===== config.mk =====
export PLATFORM = sky130hd
export DESIGN_NAME = weighted_tile_picker_flat
export DESIGN_NICKNAME = d
export VERILOG_FILES = /design/src/rtl/wtp_pkg.sv /design/src/rtl/wtp_if.sv /design/src/rtl/wtp_cell.sv /design/src/rtl/wtp_mod.sv /design/src/rtl/weighted_tile_picker.sv /design/src/flat_wrapper.sv
export SDC_FILE = /design/constraint.sdc
export NUM_CORES = 1
export LEC_CHECK = 0
export ABC_AREA = 1
export BUFFER_PORTS_ARGS = -buffer_cell sky130_fd_sc_hd__clkbuf_2
export CORE_ASPECT_RATIO = 1.2
export CORE_MARGIN = 2
export CORE_UTILIZATION = 55
export DETAILED_ROUTE_END_ITERATION = 16
export HOLD_SLACK_MARGIN = 0.06
export PLACE_DENSITY_LB_ADDON = 0.25
export SYNTH_ARGS = -nofsm -noshare
export SYNTH_HDL_FRONTEND = slang
export SYNTH_HIERARCHICAL = 1
export SYNTH_SLANG_ARGS = --single-unit

===== constraint.sdc =====
create_clock -name clk -period 4 [get_ports clk]
set_input_delay 0.2 -clock clk [delete_from_list [all_inputs] [get_ports clk]]
set_output_delay 0.2 -clock clk [all_outputs]
set_load 0.01 [all_outputs]

===== src/rtl/wtp_pkg.sv =====
// Shared types and constants of the weighted tile picker.
package wtp_pkg;

  localparam int TILE_W   = 3;              // tile_index / current_tile width
  localparam int TILE_LIM = 1 << TILE_W;    // tiles a click can address
  localparam int DRAW_W   = 15;             // random_value width
  localparam int TOTAL_W  = 7;              // total_weight width
  localparam int ACT_W    = 2;

  localparam logic [ACT_W-1:0] ACT_LEFT  = 2'd0;
  localparam logic [ACT_W-1:0] ACT_RIGHT = 2'd1;
  localparam logic [ACT_W-1:0] ACT_PICK  = 2'd2;
  localparam logic [ACT_W-1:0] ACT_CLEAR = 2'd3;

  // Weight update broadcast to every cell.
  typedef struct packed {
    logic              inc;
    logic              dec;
    logic              clr;
    logic [TILE_W-1:0] tile;
  } cell_cmd_t;

  // Selection carried down the chain during a pick.
  typedef struct packed {
    logic              done;
    logic [TILE_W-1:0] tile;
  } trail_t;

endpackage


===== src/rtl/wtp_if.sv =====
// Command and result channel interfaces of the weighted tile picker.
interface wtp_cmd_if;
  logic                      valid;
  logic                      ready;
  logic [wtp_pkg::ACT_W-1:0] action;
  logic [wtp_pkg::TILE_W-1:0] tile_index;
  logic                      shift_held;
  logic [wtp_pkg::DRAW_W-1:0] random_value;

  modport source (output valid, action, tile_index, shift_held, random_value, input ready);
  modport sink   (input valid, action, tile_index, shift_held, random_value, output ready);
endinterface

interface wtp_res_if;
  logic                        valid;
  logic                        ready;
  logic [wtp_pkg::TILE_W-1:0]  current_tile;
  logic [wtp_pkg::TOTAL_W-1:0] total_weight;
  logic                        weighted_mode;

  modport source (output valid, current_tile, total_weight, weighted_mode, input ready);
  modport sink   (input valid, current_tile, total_weight, weighted_mode, output ready);
endinterface


===== src/rtl/wtp_cell.sv =====
// One tile cell: holds its weight and does one step of the cumulative walk.
module wtp_cell #(
  parameter int IDX      = 0,
  parameter int WEIGHT_W = 4,
  parameter int SUM_W    = 7
) (
  input  logic               clk,
  input  logic               rst,
  input  wtp_pkg::cell_cmd_t cmd,
  input  logic [SUM_W-1:0]   draw,
  input  logic [SUM_W-1:0]   cum_in,
  input  wtp_pkg::trail_t    trail_in,
  output logic [SUM_W-1:0]   cum_out,
  output wtp_pkg::trail_t    trail_out,
  output logic [WEIGHT_W-1:0] weight
);

  localparam bit REACH = IDX < wtp_pkg::TILE_LIM;

  logic             match;
  logic [SUM_W-1:0] cum_next;

  assign match    = REACH && (cmd.tile == wtp_pkg::TILE_W'(IDX));
  assign cum_next = cum_in + SUM_W'(weight);

  always_ff @(posedge clk) begin
    if (rst) begin
      weight <= '0;
    end else if (cmd.clr) begin
      weight <= '0;
    end else if (match && cmd.inc) begin
      weight <= weight + WEIGHT_W'(1);
    end else if (match && cmd.dec) begin
      weight <= weight - WEIGHT_W'(1);
    end
  end

  // First cell whose running total passes the draw claims the selection.
  always_ff @(posedge clk) begin
    if (rst) begin
      trail_out <= '0;
      cum_out   <= '0;
    end else begin
      cum_out <= cum_next;
      if (!trail_in.done && (cum_next > draw)) begin
        trail_out.done <= 1'b1;
        trail_out.tile <= wtp_pkg::TILE_W'(IDX);
      end else begin
        trail_out <= trail_in;
      end
    end
  end

endmodule


===== src/rtl/wtp_mod.sv =====
// Restoring remainder unit: draw mod total, one dividend bit per cycle.
module wtp_mod #(
  parameter int SUM_W = 7
) (
  input  logic                       clk,
  input  logic                       rst,
  input  logic                       start,
  input  logic [wtp_pkg::DRAW_W-1:0] dividend,
  input  logic [SUM_W-1:0]           divisor,
  output logic                       busy,
  output logic [SUM_W-1:0]           rem
);

  localparam int CNT_W = $clog2(wtp_pkg::DRAW_W);

  logic [wtp_pkg::DRAW_W-1:0] shreg;
  logic [CNT_W-1:0]           cnt;
  logic [SUM_W:0]             trial;

  assign trial = {rem, shreg[wtp_pkg::DRAW_W-1]};

  always_ff @(posedge clk) begin
    if (rst) begin
      busy <= 1'b0;
      cnt  <= '0;
    end else if (start) begin
      busy <= 1'b1;
      cnt  <= '0;
    end else if (busy) begin
      cnt <= cnt + CNT_W'(1);
      if (cnt == CNT_W'(wtp_pkg::DRAW_W - 1)) begin
        busy <= 1'b0;
      end
    end
  end

  always_ff @(posedge clk) begin
    if (start) begin
      shreg <= dividend;
      rem   <= '0;
    end else if (busy) begin
      shreg <= {shreg[wtp_pkg::DRAW_W-2:0], 1'b0};
      if (trial >= {1'b0, divisor}) begin
        rem <= SUM_W'(trial - {1'b0, divisor});
      end else begin
        rem <= SUM_W'(trial);
      end
    end
  end

endmodule


===== src/rtl/weighted_tile_picker.sv =====
// Weighted tile picker top level: command handling, remainder unit and cell chain.
//
// Usage:
//   cmd channel takes one item per user action (left click, right click,
//   pick, clear weights); res channel returns one item per command with the
//   current tile, the weight total (low 7 bits) and the weighted-mode flag
//   as they stand after that command.
// Sequence:
//   click, clear and zero-total pick items: go straight to posting the result.
//   pick otherwise: one remainder step per dividend bit in the serial
//   remainder unit, then the cumulative walk along the cell chain, one
//   cell per cycle; the result is loaded once the output register is free.
//   cmd.ready is high only while no item is in work.
// Reset: rst clears all weights, total, mode and current tile, and drops
//   res.valid.
// Stall: a result held by a stalled receiver stays in the output register;
//   one more item may be accepted and worked on, and its result waits
//   until the register frees up.
module weighted_tile_picker #(
  parameter int NUM_TILES  = 8,
  parameter int MAX_WEIGHT = 10
) (
  input logic       clk,
  input logic       rst,
  wtp_cmd_if.sink   cmd,
  wtp_res_if.source res
);

  localparam int WEIGHT_W = $clog2(MAX_WEIGHT + 1);
  localparam int SUM_W    = $clog2(NUM_TILES * MAX_WEIGHT + 1);
  localparam int WCNT_W   = $clog2(NUM_TILES + 1);

  // sequencer codes
  localparam logic [1:0] S_IDLE = 2'd0;
  localparam logic [1:0] S_MOD  = 2'd1;
  localparam logic [1:0] S_WALK = 2'd2;
  localparam logic [1:0] S_POST = 2'd3;

  logic [1:0]                  state;
  logic [WCNT_W-1:0]           wcnt;
  logic [SUM_W-1:0]            sum;
  logic                        active;
  logic [wtp_pkg::TILE_W-1:0]  paste;

  logic                        fire;
  logic                        tile_ok;
  logic                        boost;       // left click lands in weighted mode
  logic [WEIGHT_W-1:0]         sel_w;
  wtp_pkg::cell_cmd_t          ccmd;
  logic                        mod_start;
  logic                        mod_busy;
  logic [SUM_W-1:0]            draw;

  logic [WEIGHT_W-1:0]         weights [NUM_TILES];
  logic [SUM_W-1:0]            cum     [NUM_TILES+1];
  wtp_pkg::trail_t             trail   [NUM_TILES+1];

  assign cmd.ready = (state == S_IDLE);
  assign fire      = cmd.valid && cmd.ready;
  assign tile_ok   = {29'd0, cmd.tile_index} < 32'(NUM_TILES);
  assign boost     = active || cmd.shift_held;

  // weight of the clicked tile
  always_comb begin
    sel_w = '0;
    for (int i = 0; i < NUM_TILES; i++) begin
      if ((i < wtp_pkg::TILE_LIM) && (cmd.tile_index == wtp_pkg::TILE_W'(i))) begin
        sel_w = weights[i];
      end
    end
  end

  always_comb begin
    ccmd.tile = cmd.tile_index;
    ccmd.clr  = fire && ((cmd.action == wtp_pkg::ACT_CLEAR) ||
                ((cmd.action == wtp_pkg::ACT_LEFT) && tile_ok && !boost));
    ccmd.inc  = fire && (cmd.action == wtp_pkg::ACT_LEFT) && tile_ok && boost &&
                (sel_w < WEIGHT_W'(MAX_WEIGHT));
    ccmd.dec  = fire && (cmd.action == wtp_pkg::ACT_RIGHT) && tile_ok &&
                (sel_w != '0);
  end

  assign mod_start = fire && (cmd.action == wtp_pkg::ACT_PICK) && (sum != '0);

  wtp_mod #(.SUM_W(SUM_W)) u_mod (
    .clk      (clk),
    .rst      (rst),
    .start    (mod_start),
    .dividend (cmd.random_value),
    .divisor  (sum),
    .busy     (mod_busy),
    .rem      (draw)
  );

  // cell chain: running total and selection ripple one cell per cycle
  assign cum[0]   = '0;
  assign trail[0] = '0;

  for (genvar g = 0; g < NUM_TILES; g++) begin : g_cell
    wtp_cell #(.IDX(g), .WEIGHT_W(WEIGHT_W), .SUM_W(SUM_W)) u_cell (
      .clk       (clk),
      .rst       (rst),
      .cmd       (ccmd),
      .draw      (draw),
      .cum_in    (cum[g]),
      .trail_in  (trail[g]),
      .cum_out   (cum[g+1]),
      .trail_out (trail[g+1]),
      .weight    (weights[g])
    );
  end

  always_ff @(posedge clk) begin
    if (rst) begin
      state     <= S_IDLE;
      wcnt      <= '0;
      sum       <= '0;
      active    <= 1'b0;
      paste     <= '0;
      res.valid <= 1'b0;
    end else begin
      // post a new result, or drop the one just taken
      if ((state == S_POST) && (!res.valid || res.ready)) begin
        res.valid <= 1'b1;
      end else if (res.ready) begin
        res.valid <= 1'b0;
      end
      case (state)
        S_IDLE: begin
          if (fire) begin
            state <= mod_start ? S_MOD : S_POST;
            if ((cmd.action == wtp_pkg::ACT_LEFT) && tile_ok) begin
              paste <= cmd.tile_index;
              if (boost) begin
                active <= 1'b1;
              end
            end
            if (ccmd.clr) begin
              sum    <= '0;
              active <= 1'b0;
            end else if (ccmd.inc) begin
              sum <= sum + SUM_W'(1);
            end else if (ccmd.dec) begin
              sum <= sum - SUM_W'(1);
            end
          end
        end
        S_MOD: begin
          if (!mod_busy) begin
            state <= S_WALK;
            wcnt  <= '0;
          end
        end
        S_WALK: begin
          // last cell holds the answer once the walk counter reaches NUM_TILES
          if (wcnt == WCNT_W'(NUM_TILES)) begin
            if (trail[NUM_TILES].done) begin
              paste <= trail[NUM_TILES].tile;
            end
            state <= S_POST;
          end else begin
            wcnt <= wcnt + WCNT_W'(1);
          end
        end
        S_POST: begin
          if (!res.valid || res.ready) begin
            state <= S_IDLE;
          end
        end
        default: begin
          state <= S_IDLE;
        end
      endcase
    end
  end

  // result payload, loaded as the result is posted
  always_ff @(posedge clk) begin
    if ((state == S_POST) && (!res.valid || res.ready)) begin
      res.current_tile  <= paste;
      res.total_weight  <= wtp_pkg::TOTAL_W'(sum);
      res.weighted_mode <= active;
    end
  end

endmodule


===== src/flat_wrapper.sv =====
// flat-port wrapper written by rule: the top's interface ports become plain ports
module weighted_tile_picker_flat 
#(
  parameter int NUM_TILES  = 8,
  parameter int MAX_WEIGHT = 10
)
  (clk, rst, cmd_valid, cmd_action, cmd_tile_index, cmd_shift_held, cmd_random_value, cmd_ready, res_valid, res_current_tile, res_total_weight, res_weighted_mode, res_ready);
  wtp_cmd_if cmd_i ();
  wtp_res_if res_i ();
  input logic clk;
  input logic rst;
  input wire logic [$bits(cmd_i.valid)-1:0] cmd_valid;
  input wire logic [$bits(cmd_i.action)-1:0] cmd_action;
  input wire logic [$bits(cmd_i.tile_index)-1:0] cmd_tile_index;
  input wire logic [$bits(cmd_i.shift_held)-1:0] cmd_shift_held;
  input wire logic [$bits(cmd_i.random_value)-1:0] cmd_random_value;
  output wire logic [$bits(cmd_i.ready)-1:0] cmd_ready;
  output wire logic [$bits(res_i.valid)-1:0] res_valid;
  output wire logic [$bits(res_i.current_tile)-1:0] res_current_tile;
  output wire logic [$bits(res_i.total_weight)-1:0] res_total_weight;
  output wire logic [$bits(res_i.weighted_mode)-1:0] res_weighted_mode;
  input wire logic [$bits(res_i.ready)-1:0] res_ready;
  assign cmd_i.valid = cmd_valid;
  assign cmd_i.action = cmd_action;
  assign cmd_i.tile_index = cmd_tile_index;
  assign cmd_i.shift_held = cmd_shift_held;
  assign cmd_i.random_value = cmd_random_value;
  assign cmd_ready = cmd_i.ready;
  assign res_valid = res_i.valid;
  assign res_current_tile = res_i.current_tile;
  assign res_total_weight = res_i.total_weight;
  assign res_weighted_mode = res_i.weighted_mode;
  assign res_i.ready = res_ready;
  weighted_tile_picker #(.NUM_TILES(NUM_TILES), .MAX_WEIGHT(MAX_WEIGHT)) u_core (.clk(clk), .rst(rst), .cmd(cmd_i), .res(res_i));
endmodule

## Word-level counts from Yosys, hierarchy flattened

Cells that the tools add are included.

| storage, ports and cells | value |
|---|---|
| input bits | 25 |
| flip-flop bits (word level) | 169 |
| logic and storage cells | 250 |
| output and inout bits | 13 |

| operators by class | value |
|---|---|
| add/subtract/negate cells | 28 |
| multiplexer cells | 60 |
| reduce and logical (&&, ||, !) cells | 79 |
| order comparisons | 10 |
| equality and inequality tests | 22 |

Operators by type and width:

| kind | number |
|---|---|
| two-way mux 4 bit | 34 |
| adder 7 x 4 -> 7 bit | 7 |
| > comparator 7 bit | 7 |
| adder 4 x 1 -> 4 bit (second input constant) | 10 |
| logical AND 1 bit | 34 |
| subtractor 4 x 1 -> 4 bit (second input constant) | 8 |
| two-way mux 15 bit | 2 |
| two-way mux 7 bit | 4 |
| nonzero test 2 bit | 14 |
| OR reduction 2 bit | 8 |
| equality test 3 bit (second input constant) | 4 |
| two-way mux 3 bit | 4 |
| inequality test 2 bit (second input constant) | 6 |
| two-way mux 2 bit | 5 |
| zero test 1 bit | 9 |
| equality test 2 bit (second input constant) | 4 |
| equality test 4 bit (second input constant) | 2 |
| >= comparator 8 x 7 -> 1 bit | 1 |
| two-way mux 1 bit | 8 |
| one-hot mux 2 bit (4 select lines) | 1 |
| one-hot mux 4 bit (2 select lines) | 1 |
| AND reduction 4 bit | 2 |
| adder 7 x 1 -> 7 bit (second input constant) | 1 |
| > comparator 4 x 7 -> 1 bit | 1 |
| other kinds (16) | 22 |

## Depth between registers and ports, before layout

| depth | value |
|---|---|
| depth in word-level cells | 14 |
| mapped depth | 25 |

## Hierarchy

Netlist, hierarchy kept.

Modules (own cells, without submodules):

| module | times used | cells an instance | area each (µm²) | seq. area each (µm²) |
|---|---|---|---|---|
| weighted_tile_picker | 1 | 277 | 1971.9 | 690.7 |
| wtp_cell at u_core.g_cell[5].u_cell ... | 2 | 133 | 973.4 | 300.3 |
| wtp_mod | 1 | 201 | 1565.3 | 690.7 |
| wtp_cell at u_core.g_cell[2].u_cell | 1 | 137 | 1006.0 | 300.3 |
| wtp_cell at u_core.g_cell[0].u_cell | 1 | 138 | 999.7 | 300.3 |
| wtp_cell at u_core.g_cell[1].u_cell | 1 | 137 | 999.7 | 300.3 |
| wtp_cell at u_core.g_cell[3].u_cell | 1 | 137 | 988.4 | 300.3 |
| wtp_cell at u_core.g_cell[4].u_cell | 1 | 139 | 984.7 | 300.3 |
| wtp_cell at u_core.g_cell[7].u_cell | 1 | 132 | 974.7 | 300.3 |

## Worst setup path after synthesis

No wires, ideal clock.

| path | value |
|---|---|
| kind | reg-to-reg |
| start | reg u_core.state[0] |
| end | reg u_core.g_cell[7].u_cell.weight[3] |
| setup slack | 1.134 ns |
| data arrival time | 2.753 ns |
| cell stages (with the launch flop) | 17 |
| buffers on the path | 0 |
| library setup time | 0.113 ns |
| required time | 3.887 ns |
| cell sequence | dfxtp_1 > inv_1 > ha_1 > nand2_1 > inv_1 > nand2_1 > nor2_1 > inv_1 > nor2_2 > nand4_1 > ha_1 > a21oi_1 > nand3_1 > nand3_2 > nand2_1 > nand2_1 > nor2_1 |

RTL lines:

| item | line | RTL |
|---|---|---|
| start, declared | weighted_tile_picker.sv:39 | `logic [1:0] state;` |
| start signal, assigned | weighted_tile_picker.sv:131 | `state <= mod_start ? S_MOD : S_POST;` |
| end signal, assigned | wtp_cell.sv:32 | `weight <= weight + WEIGHT_W'(1);` |
| end signal, assigned | wtp_cell.sv:34 | `weight <= weight - WEIGHT_W'(1);` |
| end, declared | wtp_cell.sv:15 | `output logic [WEIGHT_W-1:0] weight` |

## Worst setup path in the final report

| path | value |
|---|---|
| start | reg u_core.state[0] |
| end | reg u_core.sum[5] |

| on the way | value |
|---|---|
| word-level cells in the longest chain between the ends | 7 |

RTL lines:

| item | line | RTL |
|---|---|---|
| zero test 2 bit * | weighted_tile_picker.sv:58, weighted_tile_picker.sv:128 |  |
| logical AND 1 bit | weighted_tile_picker.sv:59 | `assign fire = cmd.valid && cmd.ready;` |
| logical AND 1 bit (3 in a row) | weighted_tile_picker.sv:77 | `ccmd.inc = fire && (cmd.action == wtp_pkg::ACT_LEFT) && tile_ok && boost &&` |
| nonzero test 3 bit (no source line) / two-way mux 7 bit (equally long branches) | - |  |
| AND reduction 3 bit (no source line) / two-way mux 7 bit (equally long branches) | - |  |
| end signal, assigned | weighted_tile_picker.sv:142 | `sum <= sum + SUM_W'(1);` |
| end signal, assigned | weighted_tile_picker.sv:144 | `sum <= sum - SUM_W'(1);` |
| end, declared | weighted_tile_picker.sv:41 | `logic [SUM_W-1:0] sum;` |

Every way passes the cells marked *; elsewhere a longest branch is shown, timed or not.
A chain may end at the register's enable or synchronous reset.

==> summary.md <==
| Metric | Value |
|---|---|
| Antenna violations before repair | 0 |
| TritonCTS Buffers | 17 |
| Die ar. | 21600 µm² |
| Worst-case hold slack | 0.195 ns |
| H-Tree Level Count | 4 |
| Syn Std Cell Area | 11300 µm² |
| Vias in the first global route | 9180 |
| First-pass GRT wire length | 41300 µm |
| Syn-to-layout area delta | 11.5% |
| Least-Margin Pin Slew | 1.27 ns |
| Period utilisation layout | 79.0% |
| Critical path type | register to register |
| Via count | 9722 |
| Design area | 12600 µm² |
| Starting density of the core | 55.8% |
| Remaining DRCs | 0 |
| Worst-path fanout max | 7 |
| Post-CTS Setup Bufs | 0 |
| Final WL | 24900 µm |
| Most frequent CP cell | nand2_1 |
| Final setup fails | 0 |
| Via/cell ratio | 5.09 |
| Relative slew slack | 15.4% |
| Pin count of the biggest net entering global routing | 70 |
| Pwr Density | 493 nW/µm² |
| Skew-Pair Late Insertion Delay | 0.44 ns |
| Max-slew violation count | 0 |
| Peak VDD IR | 0.000330 V |
| Detailed-router iteration count before antenna repair | 6 |
| CTS tree | done |
| Reg clk slew, reported paths | 0.07 ns |
| ANT cells | 0 |
| GP Congestion | 0.839 |
| Final setup skew | 0.0143 ns |
| HP Class | input pin to register |
| Antenna-violating nets left | 0 |
| Initial DRC count | 459 |
| Core footprint | 20200 µm² |
| Post-cts gate resize count | 0 |
| Crit path cell chain | inv_1 -> ha_1 -> nand2_1 -> inv_1 -> nand2_1 -> nor2_1 -> inv_1 -> o21bai_1 -> buf_4 -> ha_1 -> a21o_1 -> a31oi_1 -> nor2_1 -> o21ai_0 -> nand2_1 -> or2_2 -> nand3_1 -> nand2_2 -> nand2_1 -> nor2_1 |
| Wire length per cell | 13.0 µm |
| Overall power | 0.00619 W |
| FMAX | 316 MHz |
| Hold Violations, Final | 0 |
| Register area | 3640 µm² |
| Max-Cap Viols | 0 |
| Status | finished, final reports clean |
| Min cycle time layout | 3.16 ns |
| Cell count after synthesis | 1549 |
| Multi-input gate area | 6470 µm² |
| Layout cells sized above 1 | 10.2% |
| Total congestion overflow | 0 |
| Row count | 57 |
| Placed standard-cell area | 11800 µm² |
| Largest stage delay on the critical path | 0.34 ns |
| Max Buffers Root-to-Sink | 2 |
| Setup TNS | 0 ns |
| IO buf count | 37 |
| Clock root buffer | clkbuf_16 |
| Hpwl dp | 18500 µm |
| Clock Sinks | 169 |
| Slowest CP cell | dfxtp_1 |
| Top-Level Pins | 38 |
| Hold Buf Count CTS | 16 |
| Die height | 161 µm |
| Static Leak | 6.43 nW |
| CP arrival | 3.50 ns |
| Startpoint class of the critical path | register |
| Die width | 135 µm |
| YS warnings | 6 |
| Final #Nets | 1798 |
| Total track usage | 23.7% |
| Synthesized area per cell | 7.27 µm² |
| Critical Path RT | 4.34 ns |
| Number of fillers in the final layout | 1822 |
| RSZ-0062 raised after global routing | false |
| Crit end category | register |
==> cell type report <==
cell class / instances / share of cell area [%]
multi-input combinational: 1080 / 51.5
sequential: 169 / 29.0
inverter: 304 / 9.08
clock buffer: 17 / 3.39
timing repair buffer: 59 / 3.21
tap: 265 / 2.64
clock inverter: 15 / 1.21
==> metal layers <==
layer	up-vias	routed length, µm	track usage, %
li1	5055	-	-
met1	4477	10300	25.5
met2	137	13200	44.9
met3	53	593	3.66
met4	0	834	10.8
met5	-	0	0
==> placed cells by master (no fill, tap or decap), types with 20 or more instances in the layout <==
cell	count
conb_1	20
nor2_1	148
ha_1	124
a21oi_1	87
nand3_1	95
o21ai_0	36
clkbuf_2	36
edfxtp_1	26
inv_1	287
dfxtp_1	143
nand2_1	360
nand4_1	29
==> state kept, by name, summed over array words and instances, names as in the netlist, 2 cells and up <==
signal                          flops
u_core/paste                        3
u_core/g_cell.u_cell/weight        32
u_core/sum                          7
u_core/u_mod/shreg                 15
u_core/u_mod/cnt                    4
u_core/g_cell.u_cell/cum_out       49
u_core/u_mod/rem                    7
u_core/res.current_tile             3
u_core/g_cell.u_cell/trail_out     32
u_core/wcnt                         4
u_core/res.total_weight             7
u_core/state                        2
==> stage by stage <==
step / util [%] / setup WS, ns / cells
2_1_floorplan: - / 1.13 / 1568
3_3_place_gp: 58.6 / 0.829 / 1861
3_5_place_dp: 58.6 / 0.767 / 1861
4_1_cts: 62.2 / 0.851 / 1909
5_1_grt: 62.2 / 0.519 / 1909
6_report: 62.2 / 0.839 / 1909
==> power breakdown <==
group	switching (W)	leakage (nW)	internal, W
clock	0.000774	0.277	0.000830
sequential	0.000302	1.41	0.00200
combinational	0.00142	4.74	0.000869
==> final timing paths <==
path	from	endpoint	slack, ns	depth (start not counted)
min	cmd_valid	u_core/state[1]$_SDFFE_PP0P_	0.20	4
max	u_core/state[0]$_SDFFE_PP0P_	u_core/sum[5]$_SDFFE_PP0P_	0.84	20
max reg2reg	u_core/state[0]$_SDFFE_PP0P_	u_core/sum[5]$_SDFFE_PP0P_	0.84	20
min reg2reg	u_core/g_cell[1].u_cell/trail_out[2]$_SDFF_PP0_	u_core/g_cell[2].u_cell/trail_out[2]$_SDFF_PP0_	0.41	2
==> critical path: cells and delay by family, from the launching register on <==
family / cells / cell delay, ns
compound gates: 4 / 0.69
fa+ha+maj: 2 / 0.56
buf+inv: 4 / 0.47
flops: 1 / 0.34
simple gates: 10 / 0.97
Power figures use the tool's default switching activity.
